### src/rtl/core/indexed_insert_delete_array_unit_assert.svh
// Assertion macros for the indexed insert/delete array unit.
`ifndef INDEXED_INSERT_DELETE_ARRAY_UNIT_ASSERT_SVH
`define INDEXED_INSERT_DELETE_ARRAY_UNIT_ASSERT_SVH
`ifndef NO_ASSERTIONS
`define IIDA_ASSERT(lbl, prop, msg) \
  lbl: assert property (@(posedge clk) disable iff (!rst_n) prop) else $error(msg);
`define IIDA_ASSERT_NEXT(lbl, ante, cons, msg) \
  lbl: assert property (@(posedge clk) disable iff (!rst_n) ante |=> cons) else $error(msg);
`else
`define IIDA_ASSERT(lbl, prop, msg)
`define IIDA_ASSERT_NEXT(lbl, ante, cons, msg)
`endif
`endif

### src/rtl/core/iida_pkg.sv
// Types and constants shared by the indexed insert/delete array unit.
package iida_pkg;

  localparam int CAPACITY_DEF      = 64;
  localparam int ELEMENT_WIDTH_DEF = 32;
  localparam int KIND_W            = 4;
  localparam int POS_W             = 6;
  localparam int ELEM_W            = 32;
  localparam int STAT_W            = 3;
  localparam int COUNT_W           = 7;

  typedef enum logic [KIND_W-1:0] {
    K_PUSH_BACK  = 4'd0,
    K_POP_BACK   = 4'd1,
    K_PUSH_FRONT = 4'd2,
    K_POP_FRONT  = 4'd3,
    K_INSERT     = 4'd4,
    K_REPLACE    = 4'd5,
    K_DELETE     = 4'd6,
    K_TAKE       = 4'd7,
    K_READ       = 4'd8,
    K_FIND       = 4'd9,
    K_CLEAR      = 4'd10
  } kind_t;

  typedef enum logic [STAT_W-1:0] {
    STAT_OK       = 3'd0,
    STAT_EMPTY    = 3'd1,
    STAT_FULL     = 3'd2,
    STAT_RANGE    = 3'd3,
    STAT_NOTFOUND = 3'd4
  } status_t;

  typedef enum logic [1:0] {
    ACT_NONE,
    ACT_WRITE,
    ACT_SHIFT_UP,
    ACT_SHIFT_DOWN
  } act_t;

  typedef enum logic [1:0] {
    PRB_NONE,
    PRB_AT,
    PRB_MATCH
  } probe_t;

  typedef enum logic [1:0] {
    S_IDLE,
    S_EXEC,
    S_SEARCH,
    S_EMIT
  } state_t;

  typedef struct packed {
    act_t   act;
    probe_t probe;
    logic   capture;
  } cell_ctl_t;

  typedef struct packed {
    kind_t             kind;
    logic [POS_W-1:0]  position;
    logic [ELEM_W-1:0] element_in;
  } in_item_t;

  typedef struct packed {
    logic [ELEM_W-1:0]  element_out;
    logic [POS_W-1:0]   found_position;
    status_t            status;
    logic [COUNT_W-1:0] count;
  } out_item_t;

endpackage

### src/rtl/core/iida_cell.sv
// One storage cell of the array: holds an element, shifts with its neighbors, flags probe hits.
module iida_cell import iida_pkg::*; #(
  parameter int EW   = ELEMENT_WIDTH_DEF,
  parameter int IDXW = 6,
  parameter int CW   = 7,
  parameter int IDX  = 0
) (
  input  logic            clk,
  input  cell_ctl_t       ctl,
  input  logic [IDXW-1:0] at,
  input  logic [CW-1:0]   cnt,
  input  logic [EW-1:0]   elem,
  input  logic [EW-1:0]   left_i,
  input  logic [EW-1:0]   right_i,
  output logic [EW-1:0]   data_o,
  output logic            hit_o,
  output logic [EW-1:0]   leaf_data_o
);

  logic [EW-1:0] data_r;
  logic [EW-1:0] data_nxt;
  logic          hit_r;
  logic          hit_nxt;
  logic [EW-1:0] leaf_r;
  logic          is_at;
  logic          past_at;

  always_comb begin
    is_at   = (at == IDXW'(IDX));
    past_at = (IDXW'(IDX) > at);
    data_nxt = data_r;
    case (ctl.act)
      ACT_WRITE: begin
        if (is_at) data_nxt = elem;
      end
      ACT_SHIFT_UP: begin
        if (is_at) data_nxt = elem;
        else if (past_at) data_nxt = left_i;
      end
      ACT_SHIFT_DOWN: begin
        if (is_at || past_at) data_nxt = right_i;
      end
      default: data_nxt = data_r;
    endcase
    case (ctl.probe)
      PRB_AT:    hit_nxt = is_at;
      PRB_MATCH: hit_nxt = (CW'(IDX) < cnt) && (data_r == elem);
      default:   hit_nxt = 1'b0;
    endcase
  end

  always_ff @(posedge clk) begin
    data_r <= data_nxt;
    if (ctl.capture) begin
      hit_r  <= hit_nxt;
      leaf_r <= data_r;
    end
  end

  assign data_o      = data_r;
  assign hit_o       = hit_r;
  assign leaf_data_o = leaf_r;

endmodule

### config.mk
export PLATFORM = sky130hd
export DESIGN_NAME = iida_cell
export DESIGN_NICKNAME = d
export VERILOG_FILES = /design/src/rtl/core/indexed_insert_delete_array_unit_assert.svh /design/src/rtl/core/iida_pkg.sv /design/src/rtl/core/iida_cell.sv
export SDC_FILE = /design/constraint.sdc
export NUM_CORES = 1
export LEC_CHECK = 0
export ABC_AREA = 1
export BUFFER_PORTS_ARGS = -buffer_cell sky130_fd_sc_hd__buf_2
export CORE_UTILIZATION = 46
export CTS_BUF_LIST = sky130_fd_sc_hd__clkbuf_16
export DETAILED_ROUTE_END_ITERATION = 12
export GPL_TIMING_DRIVEN = 0
export PLACE_DENSITY = 0.9
export SLEW_MARGIN = 20
export SYNTH_ARGS = -nofsm -noshare
export SYNTH_HDL_FRONTEND = slang
export SYNTH_SLANG_ARGS = --single-unit
export TNS_END_PERCENT = 10
### constraint.sdc
create_clock -name clk -period 3.9 [get_ports clk]
set_input_delay 0.975 -clock clk [delete_from_list [all_inputs] [get_ports clk]]
set_output_delay 0.975 -clock clk [all_outputs]
set_load 0.005 [all_outputs]
=== Yosys cells after proc, flatten, opt, wreduce, memory -nomap -nowiden ===
Index checks and enable logic that the tools add are counted.

* Multiplexer cells: 6
* $lt $le $gt $ge: 2
* Eq/ne operators: 9
* Reduce and logical (&&, ||, !) cells: 5

{| class="wikitable"
|+ Operator list
! cell !! number
|-
| 32-bit 2-to-1 mux || 4
|-
| 32-bit case mux with 3 select lines || 1
|-
| 32-bit equality test || 1
|-
| 1-bit by 7-bit less-than comparator with 1-bit output, first input constant || 1
|-
| 2-bit equality test, second input constant || 3
|-
| 1-bit by 6-bit > comparator with 1-bit output, first input constant || 1
|-
| 6-bit zero test || 1
|-
| 2-bit by 1-bit equality test with 1-bit output, second input constant || 2
|-
| 2-bit != test, second input constant || 2
|-
| 4-bit AND reduction || 1
|-
| 3-bit != test, second input constant || 1
|-
| 3-bit nonzero test || 1
|-
| 1-bit case mux with 2 select lines || 1
|-
| 1-bit logical AND || 1
|-
| 1-bit logical OR || 1
|}

* Bits of input ports: 115
* Output and inout bits: 65
* Bits in registers: 65
* Word-level logic and storage cells: 25

=== Logic depth before layout (Yosys ltp) ===
* Depth after elaboration: 4
* Gate-level depth with buffers: 10
* Depth with buffers taken out: 10

=== Worst setup path before layout ===
No wires, ideal clock.

* Path type: input port to flip-flop
* Start point: input at[2]
* End point: register data_r[0] (netlist: data_o[0]) (enable)
* Buffers on the path: 2
* Data required time: 3,479 ps
* Path slack: 637 ps
* Library setup time: 421 ps
* Stages: 5
* Arrival time: 2,842 ps
* Cell sequence: nor2_1 -> nand3_2 -> buf_6 -> buf_6 -> nor2_1

* Word-level cells in the longest chain between the ends: 4
* Elaborated cells between the ends (all ways): 7
* Classes of those cells: order compare (1); eq/ne (3); reduce/logical (3)

{| class="wikitable"
|+ Ends and longest elaborated chain
! what !! line !! source
|-
| from (decl) || iida_cell.sv:10 || <nowiki>input logic [IDXW-1:0] at,</nowiki>
|-
| 1-bit by 6-bit > comparator with 1-bit output / 6-bit zero test (equally long branches) || iida_cell.sv:30, iida_cell.sv:29 ||
|-
| 1-bit logical OR || iida_cell.sv:41 || <nowiki>if (is_at || past_at) data_nxt = right_i;</nowiki>
|-
| 2-bit != test (no source line) || -- ||
|-
| 4-bit AND reduction (no source line) (*) || -- ||
|-
| to (signal assigned) || iida_cell.sv:53 || <nowiki>data_r <= data_nxt;</nowiki>
|-
| to (decl) || iida_cell.sv:20 || <nowiki>logic [EW-1:0] data_r;</nowiki>
|}

Mark *: on every way between the ends. The rest lies on a longest branch, timed or not.
A chain may end at the register's enable or synchronous reset.

=== Final worst setup path ===
* Start point: input ctl[4] (netlist name)
* End point: register data_r[19] (netlist: data_o[19]) (enable)

* Word-level cells in the longest chain between the ends: 3
* Elaborated cells between the ends (all ways): 8
* Classes of those cells: eq/ne (6); reduce/logical (2)

{| class="wikitable"
|+ Ends and longest elaborated chain
! what !! line !! source
|-
| from (decl) || iida_cell.sv:9 || <nowiki>input cell_ctl_t ctl,</nowiki>
|-
| 2-bit equality test / 2-bit by 1-bit equality test with 1-bit output (equally long branches) || iida_cell.sv:32 || <nowiki>case (ctl.act)</nowiki>
|-
| 3-bit != test (no source line), or another cell as far along || -- ||
|-
| 4-bit AND reduction (no source line) (*) || -- ||
|}

Marked as above.

==> out/qor.yml <==
synth-simple-area-share: 0.193
synth-async-reset-ratio: 0
post_cts_buffers: 0
core_area_mm2: 0.00737
critical_path_required_ns: 3.92
placed_cells: 675
dieHeight_um: 89.9
drc: 0
diodes: 0
cts.root.buffer_cell: "clkbuf_16"
via_per_inst: 5.19
initial_utilization: 0.482
switching_share: 0.223
clock_latency_ns: 0.32
power_switching_uw: 391
grt_pass1_wl_um: 17000
ys_ff_latch: 65
grt_pass1_vias: 3490
vdd_drop_max_uv: 237
synthMuxAreaShare: 0
yosysSeqAreaShare: 0.549
grt_overflow: 0
synthXorXnorAreaFrac: 0.0173
worstRegToRegCells: 7
pwr-share-seq: 0.453
synth_flop_cell: "edfxtp_1"
drt_pass1_iterations: 5
fin_cells: 690
setup_viol: 0
die-area_mm2: 0.00808
synth_common_cells: "nand2_1 (123), edfxtp_1 (65), inv_1 (59)"
yosys-top-cells-area: "edfxtp_1 (55%), nand2_1 (13%), inv_1 (6.2%)"
wirelength_um: 10800
clock_path_buffers: 2
cts_sinks: 65
worst_pin_slew_ns: 0.874
die_w_um: 89.9
area.growth.synth_to_final_pct: 37.3
cts_buffers: 9
power_frac_comb: 0.114
p_per_area_mw_per_mm2: 359
worstPathMaxFanout: 19
final_nets: 704
yosysUniqueCellTypes: 26
grtUsageTotal: 0.271
hold_path.class: "flip-flop to flip-flop"
synth_cells: 397
finalPower_uw: 1750
timing.final.max_slew_violations: 0
rsz0062_at_grt: "no"
synth-compound-area-share: 0.133
syn_nets: 514
status: "complete, no violations"
htree_levels: 3
endpoint_kind: "flip-flop"
postSynthAreaPerCell_um2: 8.95
synth-edff-count: 65
intPower_uw: 1360
grt_antenna_before_repair: 0
p_clk_frac: 0.433
hold_depth: 0
place.gp.congestion: 0.810
routed-via-count: 3579
hpwlAfterDp_um: 8110
wl_per_cell_um: 15.7
synth_top_area_cell: "edfxtp_1"
boundaryPins: 180
io_buffers: 178
timing.final.crit_share: 0.652
rows: 31
synth_adder_area_share: 0.00704
yosys.cell_count.top_type: "nand2_1"
drive_gt1_frac: 0.352
layout_min_cycle_time_ns: 2.54
synth.top_cell.area_share: 0.549
path_class: "input port to flip-flop"
synth_top_family_by_area: "simple AND/OR/NAND/NOR gates"
finalHoldViolCount: 0
ctsHoldBuffers: 0
cts_tree: "built"
p_leak_uw: 0.00233
grt_max_degree: 34
yosys_warnings: 0
finalClockSkew_ns: 0.00748
max_freq_mhz: 393
cap_violations: 0
syn-cell-area_mm2: 0.00355
cts_repair_resize_count: 0
slew_headroom: 0.418
cp-start-kind: "input port"
ant_nets: 0
drt-initial-drc-count: 216
crit_arrival_ns: 2.56
clk_pin_slew_ns: 0.05
[layout by cell type (no fill, tap or decap)]
master     count
o21a_1         2
o21ai_1       13
inv_1         60
nand4_1        1
buf_2        181
o211ai_1      14
clkinv_1       2
nand3_1        5
buf_4          1
nor2_1        43
inv_4          1
bufinv_16      1
a21boi_0       1
buf_6          8
nand2_1      123
nor3_1         1
nand3_2        1
xnor2_1        6
ha_1           2
edfxtp_1      65
buf_16         1
nor2_4         2
o21ai_0       18
a21oi_1        2
xor2_1         1
clkbuf_16      9
o221ai_1      20
clkbuf_1       3
clkinv_2       3
o22ai_1        1
[kinds of logic after synthesis]
group,Yosys count
buffers and inverters,76
AO/OA/AOI/OAI,71
adder cells (fa/ha/maj),2
XOR/XNOR,7
flip-flops,65
AND/OR/NAND/NOR,176
[worst max-delay path: stages]
cell and delay, ns:
buf_4 0.17, clkbuf_1 0.54, nor2_1 0.15, nor2_4 0.47
buf_16 0.23
[layer usage]
| layer | GRT usage | up-vias | part of all wire |
|---|---|---|---|
| li1 | - | 1708 | - |
| met1 | 0.336 | 1635 | 0.40 |
| met2 | 0.469 | 219 | 0.49 |
| met3 | 0.0592 | 17 | 0.093 |
| met4 | 0.0954 | 0 | 0.015 |
| met5 | 0 | - | 0 |
[through the flow]
stage | hold slack, ns | area, µm² | util | TNS, ns | setup slack (ns)
global route | 0.522 | 4880 | 0.662 | 0 | 1.26
CTS | 0.495 | 4880 | 0.662 | 0 | 1.38
finish | 0.492 | 4880 | 0.662 | 0 | 1.36
floorplan | 0.476 | 3550 | - | 0 | 0.637
detailed placement | 0.483 | 4600 | 0.625 | 0 | 1.05
global placement | 0.464 | 4570 | 0.620 | -14.43 | -0.452
[registers in the layout, summed over array words and instances (netlist names)]
signal	count
data_o	32
hit_o	1
leaf_data_o	32
[worst paths after layout]
check | startpoint | to | slack, ns
setup / recovery | ctl[4] | data_o[19] | 1.36
hold / removal | data_o[29] | leaf_data_o[29] | 0.49
setup reg to reg | data_o[4] | hit_o | 2.51
hold reg to reg | data_o[29] | leaf_data_o[29] | 0.49
[cell type report]
class                           instances  area, µm²
Timing Repair Buffer                  179        918
Clock inverter                          6       51.3
Fill cell                             607       2490
Sequential cell                        65       1950
Tap cell                               99        124
Multi-Input combinational cell        256       1250
Clock buffer                            9        225
Inverter                               61        233
Buffer                                 15        124
[power by group through the flow]
stage               Combinational (µW)  Clock, µW  Sequential [µW]
floorplan                         83.7          0              809
global placement                   191          0              807
detailed placement                 199          0              807
CTS                                200        771              793
global route                       221        798              794
finish                             200        759              793
No activity file was read; power rests on OpenSTA's default activity.
